File: src/hw/rtl/fjdg_pkg.sv
// Shared types, widths and reset constants for the frame jitter drop governor.
// Used by fjdg_meas_pipe and frame_jitter_drop_governor; no dependencies.
`default_nettype none

package fjdg_pkg;

  // Default parameter values
  localparam int TUNE_INTERVAL_DEF = 120;
  localparam int TIME_BITS_DEF     = 40;

  // Field widths
  localparam int INTERVAL_W = 20;
  localparam int ALPHA_W    = 16;
  localparam int LIM_W      = 4;
  localparam int DEV_W      = 24;
  localparam int EMA_W      = 32;   // Q24.8 microseconds
  localparam int FRAC_W     = 8;
  localparam int CODEC_W    = 2;
  localparam int CFG_ADDR_W = 3;
  localparam int CFG_DATA_W = 24;

  localparam logic [DEV_W-1:0] DEV_MAX = {DEV_W{1'b1}};

  // Register reset values
  localparam logic [INTERVAL_W-1:0] RST_INTERVAL   = 20'd16667;
  localparam logic [ALPHA_W-1:0]    RST_ALPHA      = 16'd3277;
  localparam logic [LIM_W-1:0]      RST_INIT_LIMIT = 4'd2;
  localparam logic [LIM_W-1:0]      RST_TUNE_MIN   = 4'd1;
  localparam logic [LIM_W-1:0]      RST_TUNE_MAX   = 4'd4;
  localparam logic [DEV_W-1:0]      RST_HIGH       = 24'd3000;
  localparam logic [DEV_W-1:0]      RST_LOW        = 24'd1000;

  typedef enum logic [CODEC_W-1:0] {
    CODEC_H264    = 2'd0,
    CODEC_H265    = 2'd1,
    CODEC_HDR     = 2'd2,
    CODEC_UNKNOWN = 2'd3
  } codec_t;

  typedef enum logic [CFG_ADDR_W-1:0] {
    REG_INTERVAL   = 3'd0,
    REG_ALPHA      = 3'd1,
    REG_INIT_LIMIT = 3'd2,
    REG_TUNE_MIN   = 3'd3,
    REG_TUNE_MAX   = 3'd4,
    REG_HIGH       = 3'd5,
    REG_LOW        = 3'd6,
    REG_CODEC      = 3'd7
  } cfg_idx_t;

  // Per-frame fields that ride along the measurement pipeline
  typedef struct packed {
    logic             key_frame;
    logic             depth_valid;
    logic [LIM_W-1:0] buffer_depth;
    codec_t           codec_report;
  } frame_t;

  // Measurement result handed to the decision stage
  typedef struct packed {
    frame_t           frame;
    logic             have_prev;
    logic [DEV_W-1:0] dev;
    logic [EMA_W-1:0] ema;
  } meas_t;

endpackage

`default_nettype wire

File: src/hw/rtl/frame_jitter_drop_governor.sv
// Frame jitter drop governor: drop decision, depth limit tuning, codec tracking.
// Top level; instantiates fjdg_meas_pipe and depends on fjdg_pkg.
//
// Usage:
//   in_*  : one transaction per arriving frame. in_tdata = arrival time
//           [TIME_BITS-1:0], depth_valid, buffer_depth[3:0], codec_report[1:0];
//           in_tuser = keyframe flag.
//   out_* : one transaction per frame, in order. out_tdata = average jitter,
//           window max jitter, depth_limit, codec in use; out_tuser = dropped.
//   cfg_* : register writes (index in cfg_addr), always ready; write only while
//           no frame is in flight. Index 2 also reloads the depth limit, index 7
//           also reloads the codec in use.
// An input transaction reaches out_tvalid through five register stages (delta,
// deviation, dev*alpha product, EMA multiply-add, decision/result), the first
// loaded on the accepting edge. Throughput is one frame per cycle while out_tready
// does not stall the result; the EMA multiply-add closes its own feedback loop.
// Reset loads the register defaults, clears all jitter state and the pipeline;
// the first frame after reset records its arrival time but no jitter sample.
// While out_tready is low the result holds and empty stages behind it still fill;
// in_tready falls only once all five stages are occupied.
`default_nettype none

module frame_jitter_drop_governor #(
  parameter int TUNE_INTERVAL = fjdg_pkg::TUNE_INTERVAL_DEF,
  parameter int TIME_BITS     = fjdg_pkg::TIME_BITS_DEF,
  localparam int IN_W  = ((TIME_BITS + 7 + 7) / 8) * 8,
  localparam int OUT_W = 56
) (
  input  wire                              clk,
  input  wire                              rst_n,
  // time [TIME_BITS-1:0], depth_valid, buffer_depth[3:0], codec_report[1:0], zero pad
  input  wire  [IN_W-1:0]                  in_tdata,
  // keyframe flag
  input  wire                              in_tuser,
  input  wire                              in_tvalid,
  output logic                             in_tready,
  // avg jitter[23:0], window max jitter[23:0], depth_limit[3:0], codec in use[1:0], pad
  output logic [OUT_W-1:0]                 out_tdata,
  // dropped
  output logic                             out_tuser,
  output logic                             out_tvalid,
  input  wire                              out_tready,
  input  wire                              cfg_valid,
  output logic                             cfg_ready,
  input  wire  [fjdg_pkg::CFG_ADDR_W-1:0]  cfg_addr,
  input  wire  [fjdg_pkg::CFG_DATA_W-1:0]  cfg_data
);

  localparam int LW    = fjdg_pkg::LIM_W;
  localparam int DW    = fjdg_pkg::DEV_W;
  localparam int EW    = fjdg_pkg::EMA_W;
  localparam int CW    = fjdg_pkg::CODEC_W;
  localparam int CNT_W = $clog2(TUNE_INTERVAL + 1);
  localparam int SUM_W = EW + CNT_W;

  // Configuration registers
  logic [fjdg_pkg::INTERVAL_W-1:0] interval_r;
  logic [fjdg_pkg::ALPHA_W-1:0]    alpha_r;
  logic [LW-1:0]                   tune_min_r;
  logic [LW-1:0]                   tune_max_r;
  logic [DW-1:0]                   high_r;
  logic [DW-1:0]                   low_r;
  fjdg_pkg::codec_t                neg_codec_r;

  // Tuning thresholds, high/low * 256 * TUNE_INTERVAL
  logic [SUM_W-1:0] hi_thr_r, lo_thr_r;

  // Governor state
  logic [LW-1:0]    limit_r, limit_nxt;
  fjdg_pkg::codec_t codec_r, codec_nxt;
  logic [DW-1:0]    wmax_r, wmax_nxt;
  logic [CNT_W-1:0] count_r, count_nxt;
  logic [SUM_W-1:0] sum_r, sum_nxt;

  // Result register
  logic             out_valid_r;
  logic             out_drop_r;
  logic [DW-1:0]    out_avg_r;
  logic [DW-1:0]    out_max_r;
  logic [LW-1:0]    out_limit_r;
  fjdg_pkg::codec_t out_codec_r;

  fjdg_pkg::frame_t in_frame;
  fjdg_pkg::meas_t  meas;
  logic             meas_valid;
  logic             out_en;
  logic             take;
  logic             drop;
  logic             tune;
  logic             hevc;
  logic [DW-1:0]    wmax_seen;
  fjdg_pkg::codec_t cfg_codec;
  logic             cfg_limit_wr;
  logic             cfg_codec_wr;

  assign in_frame.key_frame    = in_tuser;
  assign in_frame.depth_valid  = in_tdata[TIME_BITS];
  assign in_frame.buffer_depth = in_tdata[TIME_BITS+1 +: LW];
  assign in_frame.codec_report = fjdg_pkg::codec_t'(in_tdata[TIME_BITS+1+LW +: CW]);

  fjdg_meas_pipe #(
    .TIME_BITS (TIME_BITS)
  ) u_meas (
    .clk          (clk),
    .rst_n        (rst_n),
    .cfg_interval (interval_r),
    .cfg_alpha    (alpha_r),
    .in_valid     (in_tvalid),
    .in_ready     (in_tready),
    .in_time      (in_tdata[TIME_BITS-1:0]),
    .in_frame     (in_frame),
    .out_valid    (meas_valid),
    .out_ready    (out_en),
    .out_meas     (meas)
  );

  assign out_en    = !out_valid_r || out_tready;
  assign take      = meas_valid && out_en;
  assign cfg_ready = 1'b1;

  // Limit and codec reloads take priority over a frame update
  assign cfg_limit_wr = cfg_valid && (cfg_addr == fjdg_pkg::REG_INIT_LIMIT);
  assign cfg_codec_wr = cfg_valid && (cfg_addr == fjdg_pkg::REG_CODEC);

  // Unused codec code 3 is stored as H.264
  assign cfg_codec = (cfg_data[CW-1:0] == fjdg_pkg::CODEC_UNKNOWN)
                   ? fjdg_pkg::CODEC_H264 : fjdg_pkg::codec_t'(cfg_data[CW-1:0]);

  always_comb begin
    drop = meas.frame.depth_valid && !meas.frame.key_frame
        && (meas.frame.buffer_depth > limit_r);

    wmax_seen = (meas.have_prev && (meas.dev > wmax_r)) ? meas.dev : wmax_r;
    count_nxt = count_r;
    sum_nxt   = sum_r;
    wmax_nxt  = wmax_seen;
    limit_nxt = limit_r;
    codec_nxt = codec_r;
    tune      = 1'b0;
    hevc      = (neg_codec_r == fjdg_pkg::CODEC_H265)
             || (neg_codec_r == fjdg_pkg::CODEC_HDR);

    if (!drop) begin
      count_nxt = count_r + CNT_W'(1);
      sum_nxt   = sum_r + SUM_W'(meas.ema);
      tune      = (count_nxt == CNT_W'(TUNE_INTERVAL));
      if (tune) begin
        if ((sum_nxt > hi_thr_r) && (limit_r < tune_max_r)) begin
          limit_nxt = limit_r + LW'(1);
        end else if ((sum_nxt < lo_thr_r) && (limit_r > tune_min_r)) begin
          limit_nxt = limit_r - LW'(1);
        end
        wmax_nxt  = '0;
        count_nxt = '0;
        sum_nxt   = '0;
      end
      // HEVC sessions ignore stray H.264 reports
      if ((meas.frame.codec_report != fjdg_pkg::CODEC_UNKNOWN)
          && !(hevc && (meas.frame.codec_report == fjdg_pkg::CODEC_H264))) begin
        codec_nxt = meas.frame.codec_report;
      end
    end
  end

  always_ff @(posedge clk) begin
    if (!rst_n) begin
      interval_r   <= fjdg_pkg::RST_INTERVAL;
      alpha_r      <= fjdg_pkg::RST_ALPHA;
      tune_min_r   <= fjdg_pkg::RST_TUNE_MIN;
      tune_max_r   <= fjdg_pkg::RST_TUNE_MAX;
      high_r       <= fjdg_pkg::RST_HIGH;
      low_r        <= fjdg_pkg::RST_LOW;
      neg_codec_r  <= fjdg_pkg::CODEC_H264;
      limit_r      <= fjdg_pkg::RST_INIT_LIMIT;
      codec_r      <= fjdg_pkg::CODEC_H264;
      wmax_r       <= '0;
      count_r      <= '0;
      sum_r        <= '0;
      out_valid_r  <= 1'b0;
    end else begin
      if (out_en) out_valid_r <= meas_valid;
      if (cfg_limit_wr) begin
        limit_r <= cfg_data[LW-1:0];
      end else if (take) begin
        limit_r <= limit_nxt;
      end
      if (cfg_codec_wr) begin
        codec_r <= cfg_codec;
      end else if (take) begin
        codec_r <= codec_nxt;
      end
      if (take) begin
        wmax_r  <= wmax_nxt;
        count_r <= count_nxt;
        sum_r   <= sum_nxt;
      end
      if (cfg_valid) begin
        case (fjdg_pkg::cfg_idx_t'(cfg_addr))
          fjdg_pkg::REG_INTERVAL:   interval_r <= cfg_data[fjdg_pkg::INTERVAL_W-1:0];
          fjdg_pkg::REG_ALPHA:      alpha_r    <= cfg_data[fjdg_pkg::ALPHA_W-1:0];
          fjdg_pkg::REG_TUNE_MIN:   tune_min_r <= cfg_data[LW-1:0];
          fjdg_pkg::REG_TUNE_MAX:   tune_max_r <= cfg_data[LW-1:0];
          fjdg_pkg::REG_HIGH:       high_r     <= cfg_data[DW-1:0];
          fjdg_pkg::REG_LOW:        low_r      <= cfg_data[DW-1:0];
          fjdg_pkg::REG_CODEC:      neg_codec_r <= cfg_codec;
          default: ;
        endcase
      end
    end
  end

  // Thresholds follow the registers in the next cycle, long before a frame reaches here
  always_ff @(posedge clk) begin
    hi_thr_r <= (SUM_W'(high_r) * SUM_W'(TUNE_INTERVAL)) << fjdg_pkg::FRAC_W;
    lo_thr_r <= (SUM_W'(low_r) * SUM_W'(TUNE_INTERVAL)) << fjdg_pkg::FRAC_W;
    if (take) begin
      out_drop_r  <= drop;
      out_avg_r   <= meas.ema[fjdg_pkg::FRAC_W +: DW];
      out_max_r   <= wmax_nxt;
      out_limit_r <= limit_nxt;
      out_codec_r <= codec_nxt;
    end
  end

  assign out_tvalid = out_valid_r;
  assign out_tuser  = out_drop_r;
  assign out_tdata  = OUT_W'({out_codec_r, out_limit_r, out_max_r, out_avg_r});

endmodule

`default_nettype wire

File: src/hw/rtl/fjdg_meas_pipe.sv
// Jitter measurement pipeline: inter-arrival deviation, weighted product, EMA.
// Four elastic stages; depends on fjdg_pkg.
`default_nettype none

module fjdg_meas_pipe #(
  parameter int TIME_BITS = fjdg_pkg::TIME_BITS_DEF
) (
  input  wire                              clk,
  input  wire                              rst_n,
  input  wire  [fjdg_pkg::INTERVAL_W-1:0]  cfg_interval,
  input  wire  [fjdg_pkg::ALPHA_W-1:0]     cfg_alpha,
  input  wire                              in_valid,
  output logic                             in_ready,
  input  wire  [TIME_BITS-1:0]             in_time,
  input  wire  fjdg_pkg::frame_t           in_frame,
  output logic                             out_valid,
  input  wire                              out_ready,
  output fjdg_pkg::meas_t                  out_meas
);

  localparam int IW     = fjdg_pkg::INTERVAL_W;
  localparam int AW     = fjdg_pkg::ALPHA_W;
  localparam int DW     = fjdg_pkg::DEV_W;
  localparam int EW     = fjdg_pkg::EMA_W;
  localparam int PROD_W = DW + AW;
  localparam int ACC_W  = EW + AW + 2;

  logic en1, en2, en3, en4;
  logic v1_r, v2_r, v3_r, v4_r;

  logic                 have_prev_r;
  logic [TIME_BITS-1:0] prev_time_r;

  fjdg_pkg::frame_t     f1_r, f2_r, f3_r, f4_r;
  logic                 hp1_r, hp2_r, hp3_r, hp4_r;
  logic [TIME_BITS-1:0] delta1_r;
  logic [DW-1:0]        dev2_r, dev3_r, dev4_r;
  logic [PROD_W-1:0]    prod3_r;
  logic [EW-1:0]        ema_r;

  logic [TIME_BITS:0]   diff_up;
  logic [IW-1:0]        diff_dn;
  logic [TIME_BITS-1:0] dev_raw;
  logic [DW-1:0]        dev_nxt;
  logic [AW:0]          weight;
  logic [ACC_W-1:0]     acc;
  logic [EW-1:0]        ema_nxt;

  assign en4      = !v4_r || out_ready;
  assign en3      = !v3_r || en4;
  assign en2      = !v2_r || en3;
  assign en1      = !v1_r || en2;
  assign in_ready = en1;

  // |delta - interval|; when delta is below the interval the gap fits the interval width
  always_comb begin
    diff_up = {1'b0, delta1_r} - (TIME_BITS+1)'(cfg_interval);
    diff_dn = cfg_interval - delta1_r[IW-1:0];
    dev_raw = diff_up[TIME_BITS] ? TIME_BITS'(diff_dn) : diff_up[TIME_BITS-1:0];
    dev_nxt = (dev_raw > TIME_BITS'(fjdg_pkg::DEV_MAX)) ? fjdg_pkg::DEV_MAX
                                                         : dev_raw[DW-1:0];
  end

  // EMA with half-up rounding; prod3_r already holds dev*alpha
  always_comb begin
    weight  = (AW+1)'(1 << AW) - (AW+1)'(cfg_alpha);
    acc     = ACC_W'(ema_r) * ACC_W'(weight)
            + ACC_W'({prod3_r, {fjdg_pkg::FRAC_W{1'b0}}})
            + ACC_W'(1 << (AW - 1));
    ema_nxt = acc[AW +: EW];
  end

  always_ff @(posedge clk) begin
    if (!rst_n) begin
      v1_r        <= 1'b0;
      v2_r        <= 1'b0;
      v3_r        <= 1'b0;
      v4_r        <= 1'b0;
      have_prev_r <= 1'b0;
      prev_time_r <= '0;
      ema_r       <= '0;
    end else begin
      if (en1) begin
        v1_r <= in_valid;
        if (in_valid) begin
          have_prev_r <= 1'b1;
          prev_time_r <= in_time;
        end
      end
      if (en2) v2_r <= v1_r;
      if (en3) v3_r <= v2_r;
      if (en4) begin
        v4_r <= v3_r;
        if (v3_r && hp3_r) ema_r <= ema_nxt;
      end
    end
  end

  always_ff @(posedge clk) begin
    if (en1) begin
      f1_r     <= in_frame;
      hp1_r    <= have_prev_r;
      delta1_r <= in_time - prev_time_r;
    end
    if (en2) begin
      f2_r   <= f1_r;
      hp2_r  <= hp1_r;
      dev2_r <= dev_nxt;
    end
    if (en3) begin
      f3_r    <= f2_r;
      hp3_r   <= hp2_r;
      dev3_r  <= dev2_r;
      prod3_r <= PROD_W'(dev2_r) * PROD_W'(cfg_alpha);
    end
    if (en4) begin
      f4_r   <= f3_r;
      hp4_r  <= hp3_r;
      dev4_r <= dev3_r;
    end
  end

  // ema_r only moves when a new transaction enters the last stage
  assign out_valid          = v4_r;
  assign out_meas.frame     = f4_r;
  assign out_meas.have_prev = hp4_r;
  assign out_meas.dev       = dev4_r;
  assign out_meas.ema       = ema_r;

endmodule

`default_nettype wire
File: config.mk
export PLATFORM = sky130hd
export DESIGN_NAME = frame_jitter_drop_governor
export DESIGN_NICKNAME = d
export VERILOG_FILES = /design/src/hw/rtl/fjdg_pkg.sv /design/src/hw/rtl/frame_jitter_drop_governor.sv /design/src/hw/rtl/fjdg_meas_pipe.sv
export SDC_FILE = /design/constraint.sdc
export NUM_CORES = 2
export LEC_CHECK = 0
export ABC_AREA = 1
export BUFFER_PORTS_ARGS = -buffer_cell sky130_fd_sc_hd__buf_4
export CORE_ASPECT_RATIO = 1.1
export CORE_MARGIN = 10
export CORE_UTILIZATION = 30
export DETAILED_ROUTE_END_ITERATION = 16
export PLACE_DENSITY_LB_ADDON = 0.12
export SYNTH_ARGS = -nofsm -noshare
export SYNTH_HDL_FRONTEND = slang
export SYNTH_SLANG_ARGS = --single-unit
File: constraint.sdc
create_clock -name clk -period 14.4 [get_ports clk]
set_input_delay 2.16 -clock clk [delete_from_list [all_inputs] [get_ports clk]]
set_output_delay 2.16 -clock clk [all_outputs]
set_load 0.02 [all_outputs]
Word-level counts from Yosys, hierarchy flattened:

Cells that the tools add are included.

* register bits: 547
* bits of input ports: 81
* output and inout port bits: 60
* logic and storage cells: 141

* add/subtract/negate cells: 10
* multipliers: 4
* $lt $le $gt $ge: 7
* equal/unequal tests: 12
* muxes and demuxes: 17
* bitwise gates (word level): 1
* reduce and logical (&&, ||, !) cells: 38

Operators by type and width (count)
* $mux W24: 3
* $mul A24 B4 Y28 const B: 2
* $add A48 B16 Y48 const B: 1
* $add A48 B48 Y48: 1
* $mul A32 B17 Y48: 1
* $sub A40 B20 Y41: 1
* $gt A40 B24 Y1 const B: 1
* $mul A24 B16 Y40: 1
* $mux W40: 1
* $sub A40 B40 Y40: 1
* $add A39 B32 Y39: 1
* $gt A39 B39 Y1: 1
* $lt A39 B39 Y1: 1
* $mux W39: 1
* $gt A24 B24 Y1: 1
* $mux W4: 6
* $reduce_and A2 Y1: 10
* $sub A20 B20 Y20: 1
* $sub A17 B16 Y17 const A: 1
* $eq A3 B3 Y1 const B: 4
* $logic_and A1 B1 Y1: 11
* $mux W2: 5
* $gt A4 B4 Y1: 2
* $add A7 B1 Y7 const B: 1
* 16 further kinds: 30

Longest topological paths before layout:

* word-level depth: 9
* mapped depth: 44
* mapped depth without buffers: 41

Modules after synthesis:

From an unflattened synthesis, not the netlist that was laid out.

* cells, all modules: 8165
* area total of the unflattened synthesis: 64743.3 µm²

Modules (own cells, without submodules)
* fjdg_meas_pipe: instances 1, cells an instance 6009, area each 46842.4 µm², seq. area each 7186.9 µm²
* frame_jitter_drop_governor: instances 1, cells an instance 2156, area each 17900.9 µm², seq. area each 6195.9 µm²

Least setup slack after synthesis:

OpenSTA, ideal clock, no wires.

* path kind: input to output
* from: input out_tready
* to: output in_tready
* arrival: 6620 ps
* required time: 12240 ps
* setup slack: 5620 ps
* stages on the path: 10
* path buffers: 0
* path through: nor2_1 inv_1 nor2_1 inv_1 nor2_1 inv_1 nor2_1 inv_1 nor2_1 inv_1

* cells in the longest elaborated chain, start to end: 5

Ends and longest elaborated chain
* start, declared: line frame_jitter_drop_governor.sv:42 `input wire out_tready,`
* $logic_or A1 B1 Y1: line frame_jitter_drop_governor.sv:117 `assign out_en = !out_valid_r || out_tready;`
* $logic_or A1 B1 Y1: line fjdg_meas_pipe.sv:49 `assign en4 = !v4_r || out_ready;`
* named net u_meas.en4: line fjdg_meas_pipe.sv:28 `logic en1, en2, en3, en4;`
* $logic_or A1 B1 Y1: line fjdg_meas_pipe.sv:50 `assign en3 = !v3_r || en4;`
* named net u_meas.en3: line fjdg_meas_pipe.sv:28
* $logic_or A1 B1 Y1: line fjdg_meas_pipe.sv:51 `assign en2 = !v2_r || en3;`
* named net u_meas.en2: line fjdg_meas_pipe.sv:28
* $logic_or A1 B1 Y1: line fjdg_meas_pipe.sv:52 `assign en1 = !v1_r || en2;`
* end, declared: line frame_jitter_drop_governor.sv:36 `output logic in_tready,`

The timed path passes the listed nets, and every way through them passes these cells.

Worst setup path after layout:

* from: register alpha_r[0] (netlist name)
* to: register u_meas.ema_r[29]

* cells in the longest elaborated chain, start to end: 4

Ends and longest elaborated chain
* start, declared: line frame_jitter_drop_governor.sv:58 `logic [fjdg_pkg::ALPHA_W-1:0] alpha_r;`
* start signal, assigned: line frame_jitter_drop_governor.sv:168 `alpha_r <= fjdg_pkg::RST_ALPHA;`
* start signal, assigned: line frame_jitter_drop_governor.sv:200 `fjdg_pkg::REG_ALPHA: alpha_r <= cfg_data[fjdg_pkg::ALPHA_W-1:0];`
* $sub A17 B16 Y17: line fjdg_meas_pipe.sv:66 `weight = (AW+1)'(1 << AW) - (AW+1)'(cfg_alpha);`
* $mul A32 B17 Y48: line fjdg_meas_pipe.sv:67 `acc = ACC_W'(ema_r) * ACC_W'(weight)`
* $add A48 B48 Y48: line fjdg_meas_pipe.sv:68 `+ ACC_W'({prod3_r, {fjdg_pkg::FRAC_W{1'b0}}})`
* $add A48 B16 Y48: line fjdg_meas_pipe.sv:69 `+ ACC_W'(1 << (AW - 1));`
* end signal, assigned: line fjdg_meas_pipe.sv:94 `if (v3_r && hp3_r) ema_r <= ema_nxt;`
* end, declared: line fjdg_meas_pipe.sv:39 `logic [EW-1:0] ema_r;`

No other way between the ends.
A chain may end at the register's enable or synchronous reset.

==> metrics <==
outcome complete, no violations; DRC Markers 0; period utilization 62.0%; first-pass GRT wire length 308 mm; antenna viol nets, final 0; die area 0.227 mm^2; Max clock buf depth 3; required time of the worst setup path 14.98 ns; Seq/Total Area, Yosys 21.5%; total clock sinks 547; most frequent cell after synthesis inv_1; Post-Synth Adder-Cell Area 39.0%; total number of vias 48416; startpoint type of the worst setup path register; drt total wl 197 mm; largest family of logic cells by synthesized area adder cells; area delta synth->final 10.3%; Hold Path Class reg -> reg; fin crit period 8.93 ns; Slew headroom 29.4%; CP Max Fanout 30; Congestion Overflow GR 0; Starting Density 30.2%; worst path arrival time 9.51 ns; Layout Utilization 33.3%; Die Wd 455 um; Max Freq 0.112 GHz; count of hold-fix buffers inserted at cts 0; Setup CP Type reg -> reg; layout cells sized above 1 5.19%; DR iter-0 viols 2628; die height 498 um; worst vdd ir 0.248 mV; Yosys top cell by area fa_1; Top delay family on crit path adder cells; Netlist Area Pre-Place 0.0624 mm^2; vias in the first global route 50973; Crit path largest cell delay 0.75 ns; CP endpoint kind register; num rows 175; HPWL Detailed 155 mm; Main synth FF type dfxtp_1; drt wl/cell 19.0 um; PnR Total Power 0.0105 W; Synth Area in Simple Gates 15.2%; Boundary Pins 141; Compound-Gate Fraction of Synth Area 9.13%; clock slew seen by the registers of the worst setup and hold paths 0.06 ns; GPL Wtd Cong 0.892; EDFF count, synth 243; unrepaired setup endpoints after global routing no; Max Cap Viol 0; leakage 33.6 nW; IO Port Bufs 136; total iterations of the first detailed-routing run 8; final hold vios 0; initial antenna violation count 7; multi-input logic area 0.0413 mm^2; fill count 22113; Max stage delay cell, worst path inv_2; final slew viol count 0; vias per cell 4.66; largest net degree at the start of global routing 91; cell repeated most along the worst path inv_1; sequential cell area 0.0134 mm^2; critical path buffer and inverter count 10; top cell types by occurrence after synthesis 1730 x inv_1, 1434 x nand2_1, 887 x fa_1, 588 x nor2_1, 523 x ha_1; htree depth 3; post-synth top area share 28.5%; async set or reset register ratio after synthesis 0%; Setup TNS 0 ns; cts bufs inserted 74; Synth cell types 69; total track usage 17.5%; Post-Synthesis Cells 7559; Post-CTS Resized 0; Syn Area/Cell 8.25 um^2; post-synthesis xor/xnor area fraction 2.92%; Core Area 0.207 mm^2; yosys warns 0; P per Cell Area 153 mW/mm^2; Least-Margin Pin Slew 1.06 ns; Setup Skew 0.0245 ns; Final #Nets 9068; register bit total from synthesis 547; Setup Viol. Count Final 0; CTS tree done; setup repair bufs after CTS 0; top cells by area, synth fa_1 28%, edfxtp_1 12%, ha_1 10%, inv_1 10%, dfxtp_1 9.8%; mux share of post-synthesis cell area 0.0160%; CTS root buffer clkbuf_16; Skew-Pair Late Insertion Delay 0.70 ns
[layer usage]
layer  GRT usage (%)  share of wire, %  up-vias
met5               0                 0        -
met4            4.10               2.4        0
met3            2.34               4.0      250
met2            29.6                48      928
met1            23.5                46    24022
li1                -                 -    23216
[state kept, by name, summed over array words and instances, names as in the netlist, 16 cells and up]
register and count:
u_meas.delta1_r 40, u_meas.dev3_r 24, interval_r 20, out_avg_r 24
sum_r 39, out_max_r 24, u_meas.prev_time_r 40, alpha_r 16
u_meas.dev2_r 24, u_meas.ema_r 32, wmax_r 24, low_r 24
high_r 24, u_meas.dev4_r 24, hi_thr_r 28, lo_thr_r 28
u_meas.prod3_r 40
[area by class of cell]
type / instances / share of cell area, %
multi-input cells: 4996 / 60.1
clock buffers: 105 / 3.13
diodes: 4 / 0.0145
clock inverters: 31 / 0.524
inverters: 1751 / 9.56
repair buffers: 207 / 2.26
flip-flops and latches: 547 / 19.5
well taps: 2743 / 4.99
[per-stage QoR]
step | hold slack [ns] | worst slack, ns | instance area, um^2 | std cells
floorplan | 0.388 | 5.62 | 62400 | 7560
CTS | 0.414 | 5.50 | 68800 | 10380
finish | 0.418 | 5.47 | 68800 | 10384
global route | 0.424 | 4.90 | 68800 | 10382
detailed placement | 0.405 | 5.59 | 66300 | 10244
global placement | 0.403 | 5.54 | 66300 | 10244
[worst reg2reg max path: cells and delay by family, from the launching register on]
family,cells,cell delay (ns)
flops,1,0.73
simple gates,10,1.07
compound gates,8,1.61
fa+ha+maj,8,3.71
buf+inv,10,1.70
[cells by family after synthesis]
group / count (synthesis)
AOI/OAI and AO/OA: 1021
buffers and inverters: 2017
and+or+nand+nor: 2353
xor gates and xnor gates: 208
DFF: 547
adders and majority gates: 1410
muxes: 1
other: 2
[power by group]
group | internal (W) | switching, W | total [W]
Clock | 0.00112 | 0.000787 | 0.00191
Combinational | 0.00227 | 0.00418 | 0.00645
Sequential | 0.00203 | 0.000148 | 0.00218
[cells in the final DEF, fill, tap and decap left out, types with 13 or more instances in the layout]
cell type and n:
a211oi_1 41, a21o_1 19, a21oi_1 496, a31oi_1 35, buf_4 207, clkbuf_1 16, clkbuf_16 77, clkinv_2 14
dfxtp_1 295, edfxtp_1 243, fa_1 887, ha_1 523, inv_1 1722, inv_2 17, nand2_1 1434, nand3_1 138
nand4_1 76, nor2_1 586, nor3_1 60, nor4_1 13, o211ai_1 36, o21a_1 22, o21ai_0 275, o21ai_1 25
o21bai_1 21, xnor2_1 88, xor2_1 120
[final timing paths]
check	slack (ns)	startpoint	cells past startpoint	endpoint
min	0.42	u_meas.f3_r[6]	0	u_meas.out_meas[63]
max reg2reg	5.47	alpha_r[0]	36	u_meas.ema_r[29]
min reg2reg	0.42	u_meas.f3_r[6]	0	u_meas.out_meas[63]
max	5.47	alpha_r[0]	36	u_meas.ema_r[29]
(Power assumes the default switching activity.)
